`config.mk`:
```
export PLATFORM = sky130hd
export DESIGN_NAME = two_wheel_dead_reckoning_core
export DESIGN_NICKNAME = d
export VERILOG_FILES = /design/src/hdl/twdr_pkg.sv /design/src/hdl/two_wheel_dead_reckoning_core.sv
export SDC_FILE = /design/constraint.sdc
export NUM_CORES = 2
export LEC_CHECK = 0
export BUFFER_PORTS_ARGS = -buffer_cell sky130_fd_sc_hd__buf_2
export CORE_UTILIZATION = 24
export DETAILED_ROUTE_END_ITERATION = 10
export SLEW_MARGIN = 30
export SYNTH_ARGS = -nofsm -noshare
export SYNTH_HDL_FRONTEND = slang
export SYNTH_SLANG_ARGS = --single-unit
```
`constraint.sdc`:
```
create_clock -name clk_i -period 21.6 [get_ports clk_i]
set_clock_uncertainty 0.1 [all_clocks]
set_input_delay 1.08 -clock clk_i [delete_from_list [all_inputs] [get_ports clk_i]]
set_output_delay 1.08 -clock clk_i [all_outputs]
set_load 0.05 [all_outputs]
```
`src/hdl/twdr_pkg.sv`:
```
// Constants and tables shared by the two-wheel dead reckoning core.
package twdr_pkg;

  localparam int OP_W = 2;
  localparam logic [OP_W-1:0] OP_RIGHT   = 2'd0;
  localparam logic [OP_W-1:0] OP_LEFT    = 2'd1;
  localparam logic [OP_W-1:0] OP_COMPASS = 2'd2;

  localparam logic RK_POS = 1'b0;
  localparam logic RK_DIR = 1'b1;

  localparam int SPEED_W = 16;
  localparam int ANGLE_W = 15;
  localparam int COORD_W = 32;
  localparam int DIR_W   = 16;
  localparam int CFG_W   = 21;

  localparam int CFG_IDX_W = 1;
  localparam logic [CFG_IDX_W-1:0] CFG_TICK_DISTANCE = 1'd0;
  localparam logic [CFG_IDX_W-1:0] CFG_TRACK_WIDTH   = 1'd1;

  localparam logic [CFG_W-1:0] TICK_DISTANCE_RST = 21'd655;
  localparam logic [CFG_W-1:0] TRACK_WIDTH_RST   = 21'd13107;

  localparam int CORDIC_STEPS_DEF = 16;
  localparam int FRAC_BITS_DEF    = 16;

  // Angle units are 1/64 degree.
  localparam int ANG_FULL  = 23040;
  localparam int ANG_HALF  = ANG_FULL / 2;
  localparam int ANG_QTR   = ANG_FULL / 4;
  localparam int ANG_ROUND = ANG_HALF / 2;

  localparam logic [31:0] PI_Q30       = 32'd3373259426;
  localparam logic [31:0] CORDIC_START = 32'd163008219;
  localparam int          ONE_Q14      = 16384;

  // The angle in radians is split into a whole multiple of pi over a half turn and a
  // small remainder that is divided by the half turn with a reciprocal multiply.
  localparam int PI_QUO      = int'(PI_Q30 / ANG_HALF);
  localparam int PI_REM      = int'(PI_Q30 % ANG_HALF);
  localparam int DIV_SHIFT   = 8;
  localparam int DIV_ODD     = ANG_HALF >> DIV_SHIFT;
  localparam int RECIP_SHIFT = 24;
  localparam int RECIP_MUL   = ((1 << RECIP_SHIFT) + DIV_ODD - 1) / DIV_ODD;
  localparam int RECIP_W     = 19;

  localparam int QUO_W      = 31;
  localparam int LOW_W      = 26;
  localparam int RPROD_W    = LOW_W - DIV_SHIFT + RECIP_W;
  localparam int TABLE_LEN  = 24;
  localparam int CNT_W      = 5;

  localparam logic [31:0] ATAN_Q30 [TABLE_LEN] = '{
    32'd843314857, 32'd497837829, 32'd263043836, 32'd133525159,
    32'd67021687,  32'd33543515,  32'd16775851,  32'd8388437,
    32'd4194283,   32'd2097149,   32'd1048576,   32'd524288,
    32'd262144,    32'd131072,    32'd65536,     32'd32768,
    32'd16384,     32'd8192,      32'd4096,      32'd2048,
    32'd1024,      32'd512,       32'd256,       32'd128
  };

endpackage

```
`src/hdl/two_wheel_dead_reckoning_core.sv`:
```
// Top level of the two-wheel dead reckoning core: sequencer, shared units and state.

// Each request is one event: a right or left wheel tick or a compass heading. Items are
// handled one at a time and in_stall_o stays high while one is at work. A tick up to and
// including the first forward tick, or an unknown operation, gives no result and the
// block is ready again in the next cycle. A started tick runs its two multiplies through
// the shared multiplier in S_TK1 to S_TK3 and is written to the output register in S_EMIT.
// A compass event passes S_QUAD, which folds the angle into a quadrant, then S_MULPI and
// S_DIV, which turn it into radians with small constant multiplies and a reciprocal
// multiply for the divide by the half turn, then S_CORDIC, which runs one CORDIC rotation
// per cycle in the shift-add unit, and S_MAP, which maps the quadrant; the first compass
// event also passes S_HW1 to S_HW3 to place the wheels. The output register holds a
// finished result until it is taken, and the next request is accepted meanwhile; a result
// that finds the output register still full waits in the sequencer with the input stalled.
module two_wheel_dead_reckoning_core #(
  parameter int CORDIC_STEPS = twdr_pkg::CORDIC_STEPS_DEF,
  parameter int FRAC_BITS    = twdr_pkg::FRAC_BITS_DEF
) (
  input  logic                                 clk_i,
  input  logic                                 rst_ni,
  input  logic                                 cfg_we_i,
  input  logic [twdr_pkg::CFG_IDX_W-1:0]       cfg_index_i,
  input  logic [twdr_pkg::CFG_W-1:0]           cfg_data_i,
  input  logic                                 in_valid_i,
  output logic                                 in_stall_o,
  input  logic [twdr_pkg::OP_W-1:0]            operation_i,
  input  logic signed [twdr_pkg::SPEED_W-1:0]  speed_i,
  input  logic [twdr_pkg::ANGLE_W-1:0]         heading_angle_i,
  output logic                                 out_valid_o,
  input  logic                                 out_stall_i,
  output logic                                 result_kind_o,
  output logic signed [twdr_pkg::COORD_W-1:0]  coord_x_o,
  output logic signed [twdr_pkg::COORD_W-1:0]  coord_y_o
);
  import twdr_pkg::*;

  localparam int ST_W = 4;
  localparam logic [ST_W-1:0] S_IDLE   = 4'd0;
  localparam logic [ST_W-1:0] S_QUAD   = 4'd1;
  localparam logic [ST_W-1:0] S_MULPI  = 4'd2;
  localparam logic [ST_W-1:0] S_DIV    = 4'd3;
  localparam logic [ST_W-1:0] S_CORDIC = 4'd4;
  localparam logic [ST_W-1:0] S_MAP    = 4'd5;
  localparam logic [ST_W-1:0] S_HW1    = 4'd6;
  localparam logic [ST_W-1:0] S_HW2    = 4'd7;
  localparam logic [ST_W-1:0] S_HW3    = 4'd8;
  localparam logic [ST_W-1:0] S_TK1    = 4'd9;
  localparam logic [ST_W-1:0] S_TK2    = 4'd10;
  localparam logic [ST_W-1:0] S_TK3    = 4'd11;
  localparam logic [ST_W-1:0] S_EMIT   = 4'd12;

  localparam int PROD_W = DIR_W + CFG_W + 1;
  localparam int DOUT_W = 48;

  logic [ST_W-1:0] state_q, state_d;
  logic [CNT_W-1:0] cnt_q, cnt_d;
  logic [CFG_W-1:0] tick_distance_q, tick_distance_d;
  logic [CFG_W-1:0] track_width_q, track_width_d;
  logic started_q, started_d;
  logic heading_known_q, heading_known_d;
  logic signed [DIR_W-1:0] dir_x_q, dir_x_d, dir_y_q, dir_y_d;
  logic signed [COORD_W-1:0] rx_q, rx_d, ry_q, ry_d, lx_q, lx_d, ly_q, ly_d;
  logic out_valid_q, out_valid_d;
  logic out_kind_q, out_kind_d;
  logic signed [COORD_W-1:0] out_x_q, out_x_d, out_y_q, out_y_d;

  logic [ANGLE_W-1:0] ang_q, ang_d;
  logic [1:0] quad_q, quad_d;
  logic [ANGLE_W-3:0] rem_ang_q, rem_ang_d;
  logic [LOW_W-1:0] rem_q, rem_d;
  logic [QUO_W-1:0] quo_q, quo_d;
  logic signed [31:0] cx_q, cx_d, cy_q, cy_d;
  logic signed [32:0] cz_q, cz_d;
  logic side_q, side_d;
  logic kind_q, kind_d;

  logic signed [DIR_W-1:0] mul_a;
  logic [CFG_W-1:0] mul_b;
  logic signed [PROD_W-1:0] prod_q, prod_d;
  logic signed [PROD_W-1:0] rnd14, rnd15;
  logic signed [COORD_W-1:0] step14, half15;

  logic accept;
  logic [RPROD_W-1:0] recip_prod;
  logic [QUO_W-1:0] q_small;
  logic signed [31:0] xs, ys;
  logic signed [32:0] atan_ext;
  logic signed [DIR_W-1:0] c_val, s_val;
  logic signed [COORD_W:0] mid_dx, mid_dy;
  logic signed [COORD_W-1:0] mid_x, mid_y, dout_x, dout_y;

  function automatic logic signed [DIR_W-1:0] round_clamp(input logic signed [31:0] v);
    logic signed [32:0] r;
    logic signed [32:0] t;
    t = {v[31], v} + 33'sd8192;
    r = t >>> 14;
    if (r > 33'sd16384) begin
      round_clamp = DIR_W'(ONE_Q14);
    end else if (r < -33'sd16384) begin
      round_clamp = -DIR_W'(ONE_Q14);
    end else begin
      round_clamp = r[DIR_W-1:0];
    end
  endfunction

  function automatic logic signed [COORD_W-1:0] dir_out(input logic signed [DIR_W-1:0] d);
    logic signed [DOUT_W-1:0] v;
    logic signed [DOUT_W-1:0] t;
    v = DOUT_W'(d) <<< FRAC_BITS;
    t = (v + DOUT_W'(8192)) >>> 14;
    dir_out = t[COORD_W-1:0];
  endfunction

  assign in_stall_o    = (state_q != S_IDLE);
  assign accept        = in_valid_i && !in_stall_o;
  assign out_valid_o   = out_valid_q;
  assign result_kind_o = out_kind_q;
  assign coord_x_o     = out_x_q;
  assign coord_y_o     = out_y_q;

  always_comb begin
    mul_a = ((state_q == S_TK1) || (state_q == S_HW2)) ? dir_x_q : dir_y_q;
    mul_b = ((state_q == S_TK1) || (state_q == S_TK2)) ? tick_distance_q : track_width_q;
    prod_d = PROD_W'(mul_a) * $signed({1'b0, mul_b});
    rnd14 = (prod_q + PROD_W'(8192)) >>> 14;
    rnd15 = (prod_q + PROD_W'(16384)) >>> 15;
    step14 = rnd14[COORD_W-1:0];
    half15 = rnd15[COORD_W-1:0];

    recip_prod = RPROD_W'(rem_q[LOW_W-1:DIV_SHIFT]) * RPROD_W'(RECIP_MUL);
    q_small = QUO_W'(recip_prod[RPROD_W-1:RECIP_SHIFT]);

    xs = cx_q >>> cnt_q;
    ys = cy_q >>> cnt_q;
    atan_ext = $signed({1'b0, ATAN_Q30[cnt_q]});

    c_val = round_clamp(cx_q);
    s_val = round_clamp(cy_q);

    mid_dx = {lx_q[COORD_W-1], lx_q} - {rx_q[COORD_W-1], rx_q};
    mid_dy = {ly_q[COORD_W-1], ly_q} - {ry_q[COORD_W-1], ry_q};
    mid_x = rx_q + mid_dx[COORD_W:1];
    mid_y = ry_q + mid_dy[COORD_W:1];
    dout_x = dir_out(dir_x_q);
    dout_y = dir_out(dir_y_q);
  end

  always_comb begin
    state_d         = state_q;
    cnt_d           = cnt_q;
    tick_distance_d = tick_distance_q;
    track_width_d   = track_width_q;
    started_d       = started_q;
    heading_known_d = heading_known_q;
    dir_x_d         = dir_x_q;
    dir_y_d         = dir_y_q;
    rx_d            = rx_q;
    ry_d            = ry_q;
    lx_d            = lx_q;
    ly_d            = ly_q;
    out_valid_d     = out_valid_q;
    out_kind_d      = out_kind_q;
    out_x_d         = out_x_q;
    out_y_d         = out_y_q;
    ang_d           = ang_q;
    quad_d          = quad_q;
    rem_ang_d       = rem_ang_q;
    rem_d           = rem_q;
    quo_d           = quo_q;
    cx_d            = cx_q;
    cy_d            = cy_q;
    cz_d            = cz_q;
    side_d          = side_q;
    kind_d          = kind_q;

    if (cfg_we_i) begin
      unique case (cfg_index_i)
        CFG_TICK_DISTANCE: tick_distance_d = cfg_data_i;
        CFG_TRACK_WIDTH:   track_width_d   = cfg_data_i;
        default: ;
      endcase
    end

    if (out_valid_q && !out_stall_i) begin
      out_valid_d = 1'b0;
    end

    unique case (state_q)
      S_IDLE: begin
        if (accept) begin
          case (operation_i) inside
            OP_RIGHT, OP_LEFT: begin
              side_d = operation_i[0];
              kind_d = RK_POS;
              if (!started_q) begin
                started_d = (speed_i > 0);
              end else begin
                state_d = S_TK1;
              end
            end
            OP_COMPASS: begin
              kind_d  = RK_DIR;
              ang_d   = (heading_angle_i >= ANGLE_W'(ANG_FULL)) ?
                        heading_angle_i - ANGLE_W'(ANG_FULL) : heading_angle_i;
              state_d = S_QUAD;
            end
            default: ;
          endcase
        end
      end
      S_QUAD: begin
        if (ang_q >= ANGLE_W'(3 * ANG_QTR)) begin
          quad_d    = 2'd3;
          rem_ang_d = (ANGLE_W-2)'(ang_q - ANGLE_W'(3 * ANG_QTR));
        end else if (ang_q >= ANGLE_W'(2 * ANG_QTR)) begin
          quad_d    = 2'd2;
          rem_ang_d = (ANGLE_W-2)'(ang_q - ANGLE_W'(2 * ANG_QTR));
        end else if (ang_q >= ANGLE_W'(ANG_QTR)) begin
          quad_d    = 2'd1;
          rem_ang_d = (ANGLE_W-2)'(ang_q - ANGLE_W'(ANG_QTR));
        end else begin
          quad_d    = 2'd0;
          rem_ang_d = ang_q[ANGLE_W-3:0];
        end
        state_d = S_MULPI;
      end
      S_MULPI: begin
        quo_d   = QUO_W'(rem_ang_q) * QUO_W'(PI_QUO);
        rem_d   = LOW_W'(rem_ang_q) * LOW_W'(PI_REM) + LOW_W'(ANG_ROUND);
        state_d = S_DIV;
      end
      S_DIV: begin
        cx_d    = $signed(CORDIC_START);
        cy_d    = '0;
        cz_d    = $signed({2'b00, quo_q + q_small});
        cnt_d   = '0;
        state_d = S_CORDIC;
      end
      S_CORDIC: begin
        if (!cz_q[32]) begin
          cx_d = cx_q - ys;
          cy_d = cy_q + xs;
          cz_d = cz_q - atan_ext;
        end else begin
          cx_d = cx_q + ys;
          cy_d = cy_q - xs;
          cz_d = cz_q + atan_ext;
        end
        if (cnt_q == CNT_W'(CORDIC_STEPS - 1)) begin
          cnt_d   = '0;
          state_d = S_MAP;
        end else begin
          cnt_d = cnt_q + 1'b1;
        end
      end
      S_MAP: begin
        unique case (quad_q)
          2'd0: begin
            dir_x_d = c_val;
            dir_y_d = s_val;
          end
          2'd1: begin
            dir_x_d = -s_val;
            dir_y_d = c_val;
          end
          2'd2: begin
            dir_x_d = -c_val;
            dir_y_d = -s_val;
          end
          default: begin
            dir_x_d = s_val;
            dir_y_d = -c_val;
          end
        endcase
        state_d = heading_known_q ? S_EMIT : S_HW1;
      end
      S_HW1: begin
        state_d = S_HW2;
      end
      S_HW2: begin
        rx_d    = half15;
        lx_d    = -half15;
        state_d = S_HW3;
      end
      S_HW3: begin
        ry_d            = -half15;
        ly_d            = half15;
        heading_known_d = 1'b1;
        state_d         = S_EMIT;
      end
      S_TK1: begin
        state_d = S_TK2;
      end
      S_TK2: begin
        if (side_q) begin
          lx_d = lx_q + step14;
        end else begin
          rx_d = rx_q + step14;
        end
        state_d = S_TK3;
      end
      S_TK3: begin
        if (side_q) begin
          ly_d = ly_q + step14;
        end else begin
          ry_d = ry_q + step14;
        end
        state_d = S_EMIT;
      end
      S_EMIT: begin
        if (!out_valid_q || !out_stall_i) begin
          out_valid_d = 1'b1;
          out_kind_d  = kind_q;
          out_x_d     = (kind_q == RK_DIR) ? dout_x : mid_x;
          out_y_d     = (kind_q == RK_DIR) ? dout_y : mid_y;
          state_d     = S_IDLE;
        end
      end
      default: begin
        state_d = S_IDLE;
      end
    endcase
  end

  always_ff @(posedge clk_i or negedge rst_ni) begin
    if (!rst_ni) begin
      state_q         <= S_IDLE;
      cnt_q           <= '0;
      tick_distance_q <= TICK_DISTANCE_RST;
      track_width_q   <= TRACK_WIDTH_RST;
      started_q       <= 1'b0;
      heading_known_q <= 1'b0;
      dir_x_q         <= '0;
      dir_y_q         <= '0;
      rx_q            <= '0;
      ry_q            <= '0;
      lx_q            <= '0;
      ly_q            <= '0;
      out_valid_q     <= 1'b0;
    end else begin
      state_q         <= state_d;
      cnt_q           <= cnt_d;
      tick_distance_q <= tick_distance_d;
      track_width_q   <= track_width_d;
      started_q       <= started_d;
      heading_known_q <= heading_known_d;
      dir_x_q         <= dir_x_d;
      dir_y_q         <= dir_y_d;
      rx_q            <= rx_d;
      ry_q            <= ry_d;
      lx_q            <= lx_d;
      ly_q            <= ly_d;
      out_valid_q     <= out_valid_d;
    end
  end

  always_ff @(posedge clk_i) begin
    out_kind_q <= out_kind_d;
    out_x_q    <= out_x_d;
    out_y_q    <= out_y_d;
    ang_q      <= ang_d;
    quad_q     <= quad_d;
    rem_ang_q  <= rem_ang_d;
    rem_q      <= rem_d;
    quo_q      <= quo_d;
    cx_q       <= cx_d;
    cy_q       <= cy_d;
    cz_q       <= cz_d;
    side_q     <= side_d;
    kind_q     <= kind_d;
    prod_q     <= prod_d;
  end

endmodule

```
==> flow_metrics.env <==
export IMPL_cts_resized=0
export IMPL_preCtsSetupSlack_ns=13.02
export IMPL_cp_num_buf_inv=5
export IMPL_grt_use_total_pct=13.6
export IMPL_worstSkewPairLatency_ns=0.72
export IMPL_first_pass_iters=6
export IMPL_antenna_found_initial=13
export IMPL_async_flop_share_pct=44.4
export IMPL_start_util_pct=24.1
export IMPL_num_rows=195
export IMPL_yosysWarnings=0
export IMPL_setup_viol=0
export IMPL_max_freq_mhz=116
export IMPL_cts_tree="yes"
export IMPL_yosysTopAreaCellShare_pct=14.8
export IMPL_io_pins=127
export IMPL_synth_most_common_cell="inv_1"
export IMPL_status="complete, no violations"
export IMPL_slew_headroom_pct=23.4
export IMPL_drcViolationCount=0
export IMPL_syn_inst=7771
export IMPL_setup_tns_ns=0
export IMPL_min_period_ns=8.63
export IMPL_die_y_um=535
export IMPL_critPathKind="register to register"
export IMPL_ys_ff_latch=482
export IMPL_synthTopCellsByCount="872 x inv_1, 803 x ha_1, 716 x nand2_1"
export IMPL_dieArea_sq_mm=0.286
export IMPL_cap_violations=0
export IMPL_critical_path_required_ns=22.10
export IMPL_holdBufCountCts=0
export IMPL_top_layer_used="met5"
export IMPL_cp_arrival_ns=9.13
export IMPL_wl_met2_um=85500
export IMPL_io_buffers=126
export IMPL_hpwl_um=157000
export IMPL_hold_class="primary input to async pin"
export IMPL_cpMostUsedCell="fa_1"
export IMPL_cp_slowest_cell="mux2i_1"
export IMPL_cts_inserted_buffers=71
export IMPL_clockBufferDepth=3
export IMPL_fp_dieW_um=535
export IMPL_grt_overflow_total=0
export IMPL_layout_nets=9082
export IMPL_clock_root_buffer="clkbuf_16"
export IMPL_grt_pass1_vias=54300
export IMPL_rsz0062_at_grt="false"
export IMPL_clock_sinks=482
export IMPL_post_cts_buffers=0
export IMPL_syn_avg_cell_area_sq_um=8.76
export IMPL_ant_nets=0
export IMPL_synth_distinct_cells=98
export IMPL_maxSlewViolCount=0
export IMPL_final_hold_viol_count=0
export IMPL_wire_per_inst_um=17.0
export IMPL_grt_pass1_wl_um=310000
export IMPL_cpPeakStageDelay_ns=0.70
export IMPL_crit_family="adder cells"
export IMPL_place_gp_congestion=0.911
export IMPL_viasPerCell=4.84
export IMPL_grt_max_degree=101
export IMPL_dr_wl_met3_um=14000
export IMPL_wl_um=197000
export IMPL_crit_path_start="state_q[1]"
export IMPL_startpoint_type="register"
export IMPL_synth_area_leader_cell="ha_1"
export IMPL_worst_setup_hold_path_clk_slew_ns=0.06
export IMPL_worst_pin_slew_ns=1.12
export IMPL_end_kind="register"
export IMPL_post_route_period_util_pct=40.0
export IMPL_syn_nets=9123
export IMPL_synth_area_leaders="ha_1 15%, fa_1 14%, edfxtp_1 11%, dfrtp_1 7.4%, inv_1 4.8%"
export IMPL_fin_ws_ns=12.97
export IMPL_synthFlopType="edfxtp_1"
export IMPL_synth_enable_flop_cells=243
export IMPL_syn_area_sq_mm=0.0681
export IMPL_cp_max_fo=25
export IMPL_nFillCells=30400
export IMPL_drt_iter0_markers=4106
export IMPL_fp_coreArea_sq_mm=0.282
export IMPL_htreeDepth=3
export IMPL_final_layout_size_suffix_gt1_share_pct=7.42
export IMPL_wl_met1_um=91100
export IMPL_yosysSeqAreaShare_pct=19.4
export IMPL_area_growth_pct=10.4
export IMPL_r2r_start="state_q[1]"
export IMPL_vias=55800
==> cells by family (layout without fill, tap and decap cells) <==
kind of cell,Yosys count,after routing,synth area share (%)
adder cells (fa/ha/maj),1292,1292,29.1
buffers and inverters,1165,1181,6.63
XOR/XNOR,596,596,7.67
flip-flops,482,482,19.4
AND/OR/NAND/NOR,2084,2084,14.1
multiplexers,271,271,5.67
other,0,3,0
AO/OA/AOI/OAI,1881,1881,17.5
==> layer usage <==
layer  global-route usage (%)  vias up
met1                     18.8    26800
met3                     2.71      280
met5                        0        -
met2                     21.2     1596
met4                     4.19       14
li1                         -    27100
==> metrics by stage <==
step / area [sq um] / hold WS (ns) / utilization, % / instances
detailed placement: 72600 / 0.358 / 25.8 / 11400
floorplan: 68100 / 0.317 / - / 7771
finish: 75100 / 0.125 / 26.6 / 11500
global route: 75100 / 0.121 / 26.6 / 11500
CTS: 75100 / 0.321 / 26.6 / 11500
global placement: 72600 / 0.337 / 25.8 / 11400
==> layout make-up <==
type | count | area, sq um | share of cell area [%]
multi-input combinational | 6124 | 50500 | 67.2
clock buffer | 89 | 1950 | 2.59
tap | 3743 | 4680 | 6.24
timing repair buffer | 178 | 1050 | 1.40
antenna | 3 | 7.51 | 0.0100
sequential | 482 | 13200 | 17.5
inverter | 873 | 3280 | 4.37
clock inverter | 41 | 487 | 0.648
==> registers in the layout, summed over array words and instances (netlist names), 2 cells and up <==
signal and flops:
cz_q 33, rem_ang_q 13, dir_x_q 16, ly_q 32
tick_distance_q 21, lx_q 32, quo_q 31, cx_q 32
prod_q 25, ang_q 15, coord_y_o 32, dir_y_q 16
rx_q 32, quad_q 2, state_q 4, cnt_q 5
cy_q 32, ry_q 32, rem_q 18, coord_x_o 32
track_width_q 21
==> final timing paths <==
kind	to	slack [ns]	cells after the start
min in group clk_i	rem_ang_q[1]	0.36	0
worst min-delay path	lx_q[14]	0.13	1
worst max-delay path	prod_q[34]	12.97	27
worst min register to register	rem_ang_q[1]	0.36	0
max in group asynchronous	cnt_q[1]	19.62	3
worst max register to register	prod_q[34]	12.97	27
==> layout by cell type (no fill, tap or decap), drive strengths merged, types with 113 or more instances in the layout <==
| master | count |
|---|---|
| ha | 803 |
| nand3 | 128 |
| xor2 | 235 |
| edfxtp | 243 |
| dfrtp | 200 |
| a21oi | 543 |
| xnor2 | 361 |
| mux2 | 113 |
| o21ai | 463 |
| inv | 876 |
| a21o | 167 |
| fa | 489 |
| nand2 | 716 |
| nor2 | 602 |
| buf | 178 |
| nor3 | 152 |
Power is left out: the tool's default activity adds up to more than one toggle a clock period on the data nets, which glitch-free logic cannot reach.
